$ cat src/rtl/pwn_pkg.sv
// Package for the pulse width normalizer: widths, register indexes,
// reset values and the struct types shared between the pipeline modules.
// No dependencies.
`default_nettype none

package pwn_pkg;

    // Field widths fixed by the interface
    localparam int PWM_W     = 16;
    localparam int CMD_W     = 16;
    localparam int CFG_IDX_W = 3;
    localparam int CFG_W     = 16;

    // Default number of fraction bits of the command
    localparam int FRACTION_BITS = 15;

    // Configuration register indexes
    typedef enum logic [CFG_IDX_W-1:0] {
        REG_MIN_WIDTH     = 3'd0,
        REG_MAX_WIDTH     = 3'd1,
        REG_TRIM_WIDTH    = 3'd2,
        REG_THROTTLE_MODE = 3'd3,
        REG_REVERSE       = 3'd4
    } pwn_reg_t;

    // Register reset values
    localparam logic [PWM_W-1:0] MIN_WIDTH_RST  = 16'd1000;
    localparam logic [PWM_W-1:0] MAX_WIDTH_RST  = 16'd2000;
    localparam logic [PWM_W-1:0] TRIM_WIDTH_RST = 16'd1500;

    // Live configuration
    typedef struct packed {
        logic [PWM_W-1:0] min_width;
        logic [PWM_W-1:0] max_width;
        logic [PWM_W-1:0] trim_width;
        logic             throttle_mode;
        logic             reverse;
    } pwn_cfg_t;

    // Per-word control flags that travel down the pipeline
    typedef struct packed {
        logic throttle;  // unipolar mapping from minimum
        logic rev;       // invert direction
        logic neg;       // width below trim in centered mode
        logic zero;      // span zero or negative: command 0
        logic sat;       // magnitude at or above span: full scale
    } pwn_flags_t;

endpackage

`default_nettype wire

$ cat src/rtl/pwn_cfg_regs.sv
// Configuration register file of the pulse width normalizer.
// Depends on pwn_pkg for register indexes, reset values and pwn_cfg_t.
`default_nettype none

module pwn_cfg_regs (
    input  wire logic                           clk,
    input  wire logic                           rst_n,
    input  wire logic                           cfg_valid,
    output logic                                cfg_ready,
    input  wire logic [pwn_pkg::CFG_IDX_W-1:0]  cfg_index,
    input  wire logic [pwn_pkg::CFG_W-1:0]      cfg_data,
    output pwn_pkg::pwn_cfg_t                   cfg
);
    import pwn_pkg::*;

    pwn_cfg_t cfg_reg;
    pwn_cfg_t cfg_next;

    // Always take a write
    assign cfg_ready = 1'b1;
    assign cfg       = cfg_reg;

    // Decode the register index; unknown indexes drop the write
    always_comb
    begin
        cfg_next = cfg_reg;
        if (cfg_valid)
        begin
            unique case (pwn_reg_t'(cfg_index))
                REG_MIN_WIDTH:     cfg_next.min_width     = cfg_data[PWM_W-1:0];
                REG_MAX_WIDTH:     cfg_next.max_width     = cfg_data[PWM_W-1:0];
                REG_TRIM_WIDTH:    cfg_next.trim_width    = cfg_data[PWM_W-1:0];
                REG_THROTTLE_MODE: cfg_next.throttle_mode = cfg_data[0];
                REG_REVERSE:       cfg_next.reverse       = cfg_data[0];
                default:           cfg_next = cfg_reg;
            endcase
        end
    end

    always_ff @(posedge clk or negedge rst_n)
    begin
        if (!rst_n)
        begin
            cfg_reg.min_width     <= MIN_WIDTH_RST;
            cfg_reg.max_width     <= MAX_WIDTH_RST;
            cfg_reg.trim_width    <= TRIM_WIDTH_RST;
            cfg_reg.throttle_mode <= 1'b0;
            cfg_reg.reverse       <= 1'b0;
        end
        else
        begin
            cfg_reg <= cfg_next;
        end
    end

endmodule

`default_nettype wire

$ cat src/rtl/pwn_front.sv
// Front end of the normalizer: clamp, span selection and dividend setup,
// three register stages. Depends on pwn_pkg for pwn_cfg_t and pwn_flags_t.
`default_nettype none

module pwn_front #(
    parameter int FRAC_BITS = pwn_pkg::FRACTION_BITS
) (
    input  wire logic                        clk,
    input  wire logic                        rst_n,
    input  wire logic                        in_valid,
    output logic                             in_ready,
    input  wire logic [pwn_pkg::PWM_W-1:0]   in_width,
    input  wire pwn_pkg::pwn_cfg_t           cfg,
    output logic                             out_valid,
    input  wire logic                        out_ready,
    output logic [pwn_pkg::PWM_W-1:0]        out_rem,
    output logic [FRAC_BITS-1:0]             out_low,
    output logic [pwn_pkg::PWM_W-1:0]        out_den,
    output pwn_pkg::pwn_flags_t              out_flags
);
    import pwn_pkg::*;

    localparam int NW = PWM_W + FRAC_BITS;

    // Stage 1: clamped width and configuration snapshot
    logic             s1_valid_reg;
    logic [PWM_W-1:0] s1_width_reg;
    pwn_cfg_t         s1_cfg_reg;
    logic             s1_ready;
    logic [PWM_W-1:0] w_lo;
    logic [PWM_W-1:0] w_clamp;

    // Stage 2: magnitude of the distance and signed span
    logic             s2_valid_reg;
    logic [PWM_W-1:0] s2_mag_reg;
    logic [PWM_W:0]   s2_den_reg;
    pwn_flags_t       s2_flags_reg;
    logic             s2_ready;
    logic             below_trim;
    logic [PWM_W-1:0] mag_next;
    logic [PWM_W:0]   den_next;
    pwn_flags_t       flags2_next;

    // Stage 3: dividend mag * full scale and special-case flags
    logic             s3_valid_reg;
    logic [PWM_W-1:0] s3_rem_reg;
    logic [FRAC_BITS-1:0] s3_low_reg;
    logic [PWM_W-1:0] s3_den_reg;
    pwn_flags_t       s3_flags_reg;
    logic             s3_ready;
    logic [NW-1:0]    prod;
    pwn_flags_t       flags3_next;

    // Ready chain: a stage takes a word when empty or draining
    assign s3_ready = !s3_valid_reg || out_ready;
    assign s2_ready = !s2_valid_reg || s3_ready;
    assign s1_ready = !s1_valid_reg || s2_ready;
    assign in_ready = s1_ready;

    // Clamp to minimum first, then to maximum so maximum wins
    always_comb
    begin
        w_lo    = (in_width < cfg.min_width) ? cfg.min_width : in_width;
        w_clamp = (w_lo > cfg.max_width) ? cfg.max_width : w_lo;
    end

    always_ff @(posedge clk or negedge rst_n)
    begin
        if (!rst_n)
        begin
            s1_valid_reg <= 1'b0;
        end
        else if (s1_ready)
        begin
            s1_valid_reg <= in_valid;
        end
    end

    always_ff @(posedge clk)
    begin
        if (s1_ready && in_valid)
        begin
            s1_width_reg <= w_clamp;
            s1_cfg_reg   <= cfg;
        end
    end

    // Pick distance and span for the mode
    always_comb
    begin
        below_trim = s1_width_reg < s1_cfg_reg.trim_width;
        if (s1_cfg_reg.throttle_mode)
        begin
            mag_next = s1_width_reg - s1_cfg_reg.min_width;
            den_next = {1'b0, s1_cfg_reg.max_width} - {1'b0, s1_cfg_reg.min_width};
        end
        else if (below_trim)
        begin
            mag_next = s1_cfg_reg.trim_width - s1_width_reg;
            den_next = {1'b0, s1_cfg_reg.trim_width} - {1'b0, s1_cfg_reg.min_width};
        end
        else
        begin
            mag_next = s1_width_reg - s1_cfg_reg.trim_width;
            den_next = {1'b0, s1_cfg_reg.max_width} - {1'b0, s1_cfg_reg.trim_width};
        end
        flags2_next.throttle = s1_cfg_reg.throttle_mode;
        flags2_next.rev      = s1_cfg_reg.reverse;
        flags2_next.neg      = !s1_cfg_reg.throttle_mode && below_trim;
        flags2_next.zero     = 1'b0;
        flags2_next.sat      = 1'b0;
    end

    always_ff @(posedge clk or negedge rst_n)
    begin
        if (!rst_n)
        begin
            s2_valid_reg <= 1'b0;
        end
        else if (s2_ready)
        begin
            s2_valid_reg <= s1_valid_reg;
        end
    end

    always_ff @(posedge clk)
    begin
        if (s2_ready && s1_valid_reg)
        begin
            s2_mag_reg   <= mag_next;
            s2_den_reg   <= den_next;
            s2_flags_reg <= flags2_next;
        end
    end

    // Form mag * (2^F - 1) as a shift and subtract; flag the special cases
    always_comb
    begin
        prod              = {s2_mag_reg, {FRAC_BITS{1'b0}}} - NW'(s2_mag_reg);
        flags3_next       = s2_flags_reg;
        flags3_next.zero  = s2_den_reg[PWM_W] || (s2_den_reg == '0);
        flags3_next.sat   = {1'b0, s2_mag_reg} >= s2_den_reg;
    end

    always_ff @(posedge clk or negedge rst_n)
    begin
        if (!rst_n)
        begin
            s3_valid_reg <= 1'b0;
        end
        else if (s3_ready)
        begin
            s3_valid_reg <= s2_valid_reg;
        end
    end

    always_ff @(posedge clk)
    begin
        if (s3_ready && s2_valid_reg)
        begin
            s3_rem_reg   <= prod[NW-1:FRAC_BITS];
            s3_low_reg   <= prod[FRAC_BITS-1:0];
            s3_den_reg   <= s2_den_reg[PWM_W-1:0];
            s3_flags_reg <= flags3_next;
        end
    end

    assign out_valid = s3_valid_reg;
    assign out_rem   = s3_rem_reg;
    assign out_low   = s3_low_reg;
    assign out_den   = s3_den_reg;
    assign out_flags = s3_flags_reg;

endmodule

`default_nettype wire

$ cat src/rtl/pwn_div_step.sv
// One restoring division step: one quotient bit per register stage.
// Depends on pwn_pkg for pwn_flags_t.
`default_nettype none

module pwn_div_step #(
    parameter int FRAC_BITS = pwn_pkg::FRACTION_BITS
) (
    input  wire logic                        clk,
    input  wire logic                        rst_n,
    input  wire logic                        in_valid,
    output logic                             in_ready,
    input  wire logic [pwn_pkg::PWM_W-1:0]   in_rem,
    input  wire logic [FRAC_BITS-1:0]        in_low,
    input  wire logic [pwn_pkg::PWM_W-1:0]   in_den,
    input  wire pwn_pkg::pwn_flags_t         in_flags,
    output logic                             out_valid,
    input  wire logic                        out_ready,
    output logic [pwn_pkg::PWM_W-1:0]        out_rem,
    output logic [FRAC_BITS-1:0]             out_low,
    output logic [pwn_pkg::PWM_W-1:0]        out_den,
    output pwn_pkg::pwn_flags_t              out_flags
);
    import pwn_pkg::*;

    logic                 valid_reg;
    logic [PWM_W-1:0]     rem_reg;
    logic [FRAC_BITS-1:0] low_reg;
    logic [PWM_W-1:0]     den_reg;
    pwn_flags_t           flags_reg;

    logic [PWM_W:0]       trial;
    logic [PWM_W:0]       diff;
    logic                 fits;
    logic [PWM_W-1:0]     rem_next;
    logic [FRAC_BITS-1:0] low_next;

    assign in_ready = !valid_reg || out_ready;

    // Shift in the next dividend bit, subtract the divisor if it fits
    always_comb
    begin
        trial    = {in_rem, in_low[FRAC_BITS-1]};
        diff     = trial - {1'b0, in_den};
        fits     = trial >= {1'b0, in_den};
        rem_next = fits ? diff[PWM_W-1:0] : trial[PWM_W-1:0];
        low_next = {in_low[FRAC_BITS-2:0], fits};
    end

    always_ff @(posedge clk or negedge rst_n)
    begin
        if (!rst_n)
        begin
            valid_reg <= 1'b0;
        end
        else if (in_ready)
        begin
            valid_reg <= in_valid;
        end
    end

    always_ff @(posedge clk)
    begin
        if (in_ready && in_valid)
        begin
            rem_reg   <= rem_next;
            low_reg   <= low_next;
            den_reg   <= in_den;
            flags_reg <= in_flags;
        end
    end

    assign out_valid = valid_reg;
    assign out_rem   = rem_reg;
    assign out_low   = low_reg;
    assign out_den   = den_reg;
    assign out_flags = flags_reg;

endmodule

`default_nettype wire

$ cat src/rtl/pwn_out.sv
// Output stage: special cases, direction and reverse, output register.
// Depends on pwn_pkg for pwn_flags_t and the command width.
`default_nettype none

module pwn_out #(
    parameter int FRAC_BITS = pwn_pkg::FRACTION_BITS
) (
    input  wire logic                        clk,
    input  wire logic                        rst_n,
    input  wire logic                        in_valid,
    output logic                             in_ready,
    input  wire logic [FRAC_BITS-1:0]        in_quot,
    input  wire pwn_pkg::pwn_flags_t         in_flags,
    output logic                             out_valid,
    input  wire logic                        out_ready,
    output logic [pwn_pkg::CMD_W-1:0]        out_cmd
);
    import pwn_pkg::*;

    // Working width: the full signed range, at least the command width
    localparam int CW = (FRAC_BITS + 2 > CMD_W) ? FRAC_BITS + 2 : CMD_W;

    logic             valid_reg;
    logic [CMD_W-1:0] cmd_reg;
    logic [CW-1:0]    full_scale;
    logic [CW-1:0]    mag;
    logic [CW-1:0]    cmd_next;

    assign in_ready = !valid_reg || out_ready;

    // Apply zero span and saturation, then mode and reverse
    always_comb
    begin
        full_scale = CW'({FRAC_BITS{1'b1}});
        if (in_flags.zero)
        begin
            mag = '0;
        end
        else if (in_flags.sat)
        begin
            mag = full_scale;
        end
        else
        begin
            mag = CW'(in_quot);
        end
        if (in_flags.throttle)
        begin
            cmd_next = in_flags.rev ? (full_scale - mag) : mag;
        end
        else
        begin
            cmd_next = (in_flags.neg ^ in_flags.rev) ? (CW'(0) - mag) : mag;
        end
    end

    always_ff @(posedge clk or negedge rst_n)
    begin
        if (!rst_n)
        begin
            valid_reg <= 1'b0;
        end
        else if (in_ready)
        begin
            valid_reg <= in_valid;
        end
    end

    always_ff @(posedge clk)
    begin
        if (in_ready && in_valid)
        begin
            cmd_reg <= cmd_next[CMD_W-1:0];
        end
    end

    assign out_valid = valid_reg;
    assign out_cmd   = cmd_reg;

endmodule

`default_nettype wire

$ cat src/rtl/pwm_pulse_width_normalizer_top.sv
// Top level of the RC pulse width normalizer: register file, front end,
// divider pipeline and output stage. Depends on pwn_pkg and all pwn_ modules.
//
//  channel  dir  handshake              payload
//  s_       in   s_tvalid / s_tready    s_tdata[15:0]  pulse_width
//  m_       out  m_tvalid / m_tready    m_tdata[15:0]  command (signed)
//  cfg_     in   cfg_valid / cfg_ready  cfg_index[2:0], cfg_data[15:0]
//
// The pipeline has three front stages, one restoring divider stage per
// quotient bit and one output stage.
// One word is accepted per cycle unless m_ stalls; the divider chain sets the depth.
// Reset empties the pipeline and loads register defaults; no clearing pass.
// A stall at m_ holds each full stage with no empty stage ahead; others still advance from s_.
`default_nettype none

module pwm_pulse_width_normalizer_top #(
    parameter int FRAC_BITS = pwn_pkg::FRACTION_BITS
) (
    input  wire logic                           clk,
    input  wire logic                           rst_n,
    // pulse_width
    input  wire logic                           s_tvalid,
    output logic                                s_tready,
    input  wire logic [pwn_pkg::PWM_W-1:0]      s_tdata,    // [15:0] pulse_width
    // command
    output logic                                m_tvalid,
    input  wire logic                           m_tready,
    output logic [pwn_pkg::CMD_W-1:0]           m_tdata,    // [15:0] command, signed
    // register writes
    input  wire logic                           cfg_valid,
    output logic                                cfg_ready,
    input  wire logic [pwn_pkg::CFG_IDX_W-1:0]  cfg_index,
    input  wire logic [pwn_pkg::CFG_W-1:0]      cfg_data
);
    import pwn_pkg::*;

    pwn_cfg_t cfg;

    // Divider chain taps: index 0 is the front end output
    logic                 dv_valid [0:FRAC_BITS];
    logic                 dv_ready [0:FRAC_BITS];
    logic [PWM_W-1:0]     dv_rem   [0:FRAC_BITS];
    logic [FRAC_BITS-1:0] dv_low   [0:FRAC_BITS];
    logic [PWM_W-1:0]     dv_den   [0:FRAC_BITS];
    pwn_flags_t           dv_flags [0:FRAC_BITS];

    pwn_cfg_regs u_cfg (
        .clk       (clk),
        .rst_n     (rst_n),
        .cfg_valid (cfg_valid),
        .cfg_ready (cfg_ready),
        .cfg_index (cfg_index),
        .cfg_data  (cfg_data),
        .cfg       (cfg)
    );

    pwn_front #(
        .FRAC_BITS (FRAC_BITS)
    ) u_front (
        .clk       (clk),
        .rst_n     (rst_n),
        .in_valid  (s_tvalid),
        .in_ready  (s_tready),
        .in_width  (s_tdata),
        .cfg       (cfg),
        .out_valid (dv_valid[0]),
        .out_ready (dv_ready[0]),
        .out_rem   (dv_rem[0]),
        .out_low   (dv_low[0]),
        .out_den   (dv_den[0]),
        .out_flags (dv_flags[0])
    );

    // One stage per quotient bit
    for (genvar i = 0; i < FRAC_BITS; i++)
    begin : g_div
        pwn_div_step #(
            .FRAC_BITS (FRAC_BITS)
        ) u_step (
            .clk       (clk),
            .rst_n     (rst_n),
            .in_valid  (dv_valid[i]),
            .in_ready  (dv_ready[i]),
            .in_rem    (dv_rem[i]),
            .in_low    (dv_low[i]),
            .in_den    (dv_den[i]),
            .in_flags  (dv_flags[i]),
            .out_valid (dv_valid[i+1]),
            .out_ready (dv_ready[i+1]),
            .out_rem   (dv_rem[i+1]),
            .out_low   (dv_low[i+1]),
            .out_den   (dv_den[i+1]),
            .out_flags (dv_flags[i+1])
        );
    end

    pwn_out #(
        .FRAC_BITS (FRAC_BITS)
    ) u_out (
        .clk       (clk),
        .rst_n     (rst_n),
        .in_valid  (dv_valid[FRAC_BITS]),
        .in_ready  (dv_ready[FRAC_BITS]),
        .in_quot   (dv_low[FRAC_BITS]),
        .in_flags  (dv_flags[FRAC_BITS]),
        .out_valid (m_tvalid),
        .out_ready (m_tready),
        .out_cmd   (m_tdata)
    );

`ifndef SYNTH
    // Partial remainder stays below the divisor on entry to the divider
    a_rem_in_range: assert property (@(posedge clk) disable iff (!rst_n)
        dv_valid[0] && !dv_flags[0].zero && !dv_flags[0].sat
            |-> dv_rem[0] < dv_den[0])
        else $error("divider input remainder not below divisor");

    // Final remainder stays below the divisor
    a_rem_out_range: assert property (@(posedge clk) disable iff (!rst_n)
        dv_valid[FRAC_BITS] && !dv_flags[FRAC_BITS].zero && !dv_flags[FRAC_BITS].sat
            |-> dv_rem[FRAC_BITS] < dv_den[FRAC_BITS])
        else $error("divider output remainder not below divisor");

    // With the output register empty the whole chain must take a word
    a_ready_when_drained: assert property (@(posedge clk) disable iff (!rst_n)
        !m_tvalid |-> s_tready)
        else $error("input stalled while output register empty");
`endif

endmodule

`default_nettype wire
$ cat config.mk
export PLATFORM = sky130hd
export DESIGN_NAME = pwm_pulse_width_normalizer_top
export DESIGN_NICKNAME = d
export VERILOG_FILES = /design/src/rtl/pwn_pkg.sv /design/src/rtl/pwn_cfg_regs.sv /design/src/rtl/pwn_front.sv /design/src/rtl/pwn_div_step.sv /design/src/rtl/pwn_out.sv /design/src/rtl/pwm_pulse_width_normalizer_top.sv
export SDC_FILE = /design/constraint.sdc
export NUM_CORES = 2
export LEC_CHECK = 0
export BUFFER_PORTS_ARGS = -buffer_cell sky130_fd_sc_hd__buf_2
export CORE_MARGIN = 2
export CORE_UTILIZATION = 30
export DETAILED_ROUTE_END_ITERATION = 6
export PLACE_DENSITY = 0.5
export REMOVE_ABC_BUFFERS = 1
export SLEW_MARGIN = 10
export SYNTH_ARGS = -nofsm -noshare
export SYNTH_HDL_FRONTEND = slang
export SYNTH_HIERARCHICAL = 1
export SYNTH_SLANG_ARGS = --single-unit
$ cat constraint.sdc
create_clock -name clk -period 11.2 [get_ports clk]
set_clock_uncertainty 0.15 [all_clocks]
set_input_delay 1.68 -clock clk [delete_from_list [all_inputs] [get_ports clk]]
set_output_delay 1.68 -clock clk [all_outputs]
set_load 0.02 [all_outputs]
## Word-level counts from Yosys, hierarchy flattened

Index checks and enable logic that the tools add are counted.

- Register bits: 987
- Bits in latches: 0
- RAM bits: 0
- Bits in read-only memories: 0
- Input bits: 40
- Output and inout port bits: 19
- Logic and storage cells: 301
- Memories: 0

- Add/subtract/negate cells: 23
- Multipliers: 0
- Divide/modulo/power cells: 0
- $lt $le $gt $ge: 19
- Equal/unequal tests: 4
- Shifts and indexed selects: 0
- Muxes and demuxes: 25
- Bitwise logic cells: 1
- Reductions and logical operators: 67

Operator list:

| cell | count |
|---|---|
| two-way mux 16 bit | 21 |
| subtractor 16 bit | 17 |
| greater-or-equal comparator 17 x 16 -> 1 bit | 15 |
| subtractor 16 x 16 -> 17 bit | 3 |
| two-way mux 17 bit | 2 |
| < comparator 16 bit | 2 |
| subtractor 31 x 16 -> 31 bit | 1 |
| two-way mux 15 bit | 2 |
| logical AND 1 bit | 20 |
| logical NOT 1 bit | 20 |
| logical OR 1 bit | 20 |
| greater-or-equal comparator 16 x 17 -> 1 bit | 1 |
| logical NOT 17 bit | 1 |
| > comparator 16 bit | 1 |
| subtractor 1 x 15 -> 16 bit (first input constant) | 1 |
| subtractor 15 x 15 -> 16 bit (first input constant) | 1 |
| AND reduction 2 bit | 5 |
| equality test 3 x 2 -> 1 bit (second input constant) | 2 |
| equality test 3 x 1 -> 1 bit (second input constant) | 1 |
| equality test 3 bit (second input constant) | 1 |
| logical NOT 3 bit | 1 |
| XOR 1 bit | 1 |

## Depth between registers and ports, before layout

- Depth after elaboration: 21
- Mapped depth: 20
- Depth with buffers taken out: 19

## Modules after synthesis

Netlist, hierarchy kept.

Modules (own cells, without submodules):

| module | times used | cells each | area each (um2) | sequential area each (um2) |
|---|---|---|---|---|
| pwn_div_step (g_div[13].u_step ...) | 7 | 197 | 2,676.3 | 1,586.5 |
| pwn_div_step (g_div[0].u_step ...) | 6 | 215 | 2,785.2 | 1,586.5 |
| pwn_front | 1 | 1,113 | 11,678.7 | 4,699.5 |
| pwn_div_step (g_div[3].u_step) | 1 | 215 | 2,842.7 | 1,586.5 |
| pwn_div_step (g_div[12].u_step) | 1 | 215 | 2,824.0 | 1,586.5 |
| pwn_cfg_regs | 1 | 112 | 1,975.6 | 1,275.0 |
| pwn_out | 1 | 137 | 1,248.7 | 505.5 |

## Worst setup path before layout

Ideal clock, no wire load.

- Kind: in2reg
- Start: input s_tdata[5] in the netlist's numbering
- End: register u_front.s1_width_reg[10] (data pin)
- Setup time: 260 ps
- Data arrival time: 5,970 ps
- Data required time: 10,790 ps
- Slack: 4,820 ps
- Stages: 18
- Path buffers: 2
- Cell sequence: ha_1 > a21o_1 > a21o_1 > a21o_1 > a2111oi_2 > a2111oi_1 > nor3_2 > buf_4 > mux2_2 > ha_1 > nor2b_1 > o21a_1 > o21a_1 > o21ai_0 > a21oi_1 > o22ai_1 > clkbuf_1 > mux2_2

- Word-level cells in the longest chain between the ends: 4

RTL lines:

| what | RTL line | RTL |
|---|---|---|
| start, declared | pwm_pulse_width_normalizer_top.sv:24 | `input wire logic [pwn_pkg::PWM_W-1:0] s_tdata,` |
| < comparator 16 bit | pwn_front.sv:63 | `w_lo = (in_width < cfg.min_width) ? cfg.min_width : in_width;` |
| two-way mux 16 bit (*) | pwn_front.sv:63 |  |
| > comparator 16 bit | pwn_front.sv:64 | `w_clamp = (w_lo > cfg.max_width) ? cfg.max_width : w_lo;` |
| two-way mux 16 bit (*) | pwn_front.sv:64 |  |
| via u_front.w_clamp[10] | pwn_front.sv:31 | `logic [PWM_W-1:0] w_clamp;` |
| end signal, assigned | pwn_front.sv:83 | `s1_width_reg <= w_clamp;` |
| end, declared | pwn_front.sv:27 | `logic [PWM_W-1:0] s1_width_reg;` |

The timed path passes the listed nets; every way through them passes the cells marked *.
A chain may end at the register's enable or synchronous reset.

==> impl_metrics.py <==
metrics = {
    "run_status": {
        "status": "completed",
    },
    "cts": {
        "clock_sinks": 987,
        "numCtsBuffers": 104,
        "clockBufferDepth": 3,
        "cts_root_buf": "clkbuf_16",
        "cts.repair.resized": 0,
        "clock_latency_ns": 0.75,
        "clk_pin_slew_ns": 0.06,
        "hold_buffers": 0,
        "postCtsSetupBuffers": 0,
        "cts_tree": "done",
        "cts_max_level": 3,
    },
    "flow_run": {
        "max_cap_violations": 0,
    },
    "min_path": {
        "hold_path_depth": 0,
        "hold_class": "flip-flop to flip-flop",
        "hold_end": "g_div[5].u_step/out_den[4]",
        "min-delay-start": "g_div[4].u_step/out_den[4]",
    },
    "global_routing": {
        "grt_pass1_wl_um": 190500,
        "grt_max_degree": 66,
        "overflow": 0,
        "grt_pass1_vias": 33050,
        "antenna_found_initial": 2,
        "grt.total_usage_pct": 13.02,
    },
    "floorplanning": {
        "core_sq_um": 180500,
        "num_io_pins": 59,
        "die_h_um": 430.0,
        "start_util_pct": 30.16,
        "fp-row-count": 156,
        "die_x_um": 430.0,
        "dieArea_sq_um": 184900,
    },
    "timing": {
        "worst_pin_slew_ns": 0.9795,
        "rsz0062_at_grt": "false",
        "post-route-period-util_pct": 65.33,
        "fin_hold_ws_ns": 0.2422,
        "fin_tns_setup_ns": 0,
        "relSlewSlack_pct": 34.70,
        "timing.final.hold_violations": 0,
        "slew_violations": 0,
        "fin_crit_ns": 7.316,
        "max_freq_mhz": 136.7,
        "setup_violations": 0,
    },
    "worst_setup_path": {
        "cp-end-kind": "primary output",
        "criticalPathCategory": "input port to primary output",
        "crit_path_max_fanout": 4,
        "critPathLaunchType": "input port",
        "cp.required_ns": 9.37,
        "cp_data_arrival_time_ns": 5.49,
        "r2r-end": "u_front/s1_width_reg[9]",
        "reg2reg_from": "u_cfg/cfg[39]",
        "reg2reg_setup_slack_ns": 5.37,
        "r2r_cells": 19,
    },
    "route": {
        "wire_per_inst_um": 17.60,
        "firstDrtPassIters": 7,
        "drt_wl_total_um": 121500,
        "m1WireLength_um": 51560,
        "top_layer": "met4",
        "wl_met2_um": 62390,
        "via_count": 33090,
        "drc": 0,
        "first_iter_violations": 2054,
        "wl_met3_um": 3897,
        "postRouteAntennaNets": 0,
        "viasPerCell": 4.792,
    },
    "finish": {
        "drive_gt1_share_pct": 14.71,
        "fin_cells": 6904,
        "register_area_sq_um": 29320,
        "nNetsFinal": 4889,
        "areaGrowthSynthToFinish_pct": 11.91,
        "multi_input_area_sq_um": 23050,
        "nFillCells": 17770,
        "largest_reg_flops": 225,
    },
    "place": {
        "port_buffers": 57,
        "dp_hpwl_um": 93420,
        "routabilityCongestion": 0.8422,
        "numPlacedInstances": 6709,
    },
    "pwr": {
        "power_density_nw_per_um2": 296.8,
        "leakage_nw": 23.96,
        "vdd.ir_drop.worst_uv": 129.3,
    },
    "synth": {
        "yosysWarnings": 6,
        "synth_area_per_cell_sq_um": 12.53,
        "syn_inst": 4347,
        "syn_area_sq_um": 54450,
    },
}
[per-stage QoR]
step | total power (W) | setup slack, ns | cell area [sq um] | util [%]
global placement | 0.01446 | 3.955 | 57280 | 31.72
finish | 0.01809 | 3.884 | 60940 | 33.75
floorplan | 0.01245 | 4.575 | 53830 | -
detailed placement | 0.01452 | 3.977 | 57280 | 31.72
global route | 0.01937 | 3.520 | 60940 | 33.75
CTS | 0.01828 | 3.907 | 60940 | 33.75
[cells in the final DEF (no fill, tap or decap), types with 112 or more instances in the layout]
master,instances
xnor2_1,133
ha_1,384
a21o_1,112
edfxtp_1,918
o21ai_0,158
a21oi_1,262
nand2_1,195
inv_1,390
mux2_2,173
nor2_1,208
[layout make-up]
class	count	area share (%)
antenna	1	0.004106
timing repair buffer	80	0.7556
sequential	987	48.11
multi-input combinational	2879	37.83
clock buffer	125	4.484
tap	2370	4.866
clock inverter	69	1.519
inverter	393	2.429
[routing by layer]
| layer | GRT usage (%) | up-vias |
|---|---|---|
| met2 | 23.54 | 485 |
| met3 | 1.997 | 173 |
| met4 | 4.248 | 0 |
| met5 | 0 | - |
| met1 | 15.71 | 15970 |
| li1 | - | 16460 |
[worst max-delay path: stages]
cell and delay (ns):
buf_2 0.09, nand2b_1 0.15, nand2b_1 0.21, nand2b_1 0.21, nand2b_1 0.18, nand2b_1 0.18
nand2b_1 0.19, nand2b_1 0.19, nand2b_1 0.19, nand2b_1 0.18, nand2b_1 0.18, nand2b_1 0.18
nand2b_1 0.17, nand2b_1 0.19, nand2b_1 0.19, nand2b_1 0.25, nand2b_1 0.32, nor2b_1 0.22
nand3_1 0.14, buf_2 0.18
[report_power, final]
| part | switching, W | internal, W | total, W | leakage, nW |
|---|---|---|---|---|
| Sequential | 0.000717 | 0.00559 | 0.00631 | 9.76 |
| Combinational | 0.00437 | 0.00376 | 0.00812 | 12.4 |
| Clock | 0.00150 | 0.00215 | 0.00365 | 1.79 |
[worst max-delay path by stage]
stage / from / to / slack, ns / cells past startpoint
final: m_tready / s_tready / 3.88 / 20
after global routing: m_tready / s_tready / 3.52 / 20
after CTS: m_tready / s_tready / 3.91 / 20
after detailed placement: m_tready / s_tready / 3.98 / 20
after global placement: m_tready / s_tready / 3.95 / 20
after floorplan: s_tdata[5] / u_front/s1_width_reg[10] / 4.57 / 16
Power figures use the tool's default switching activity.
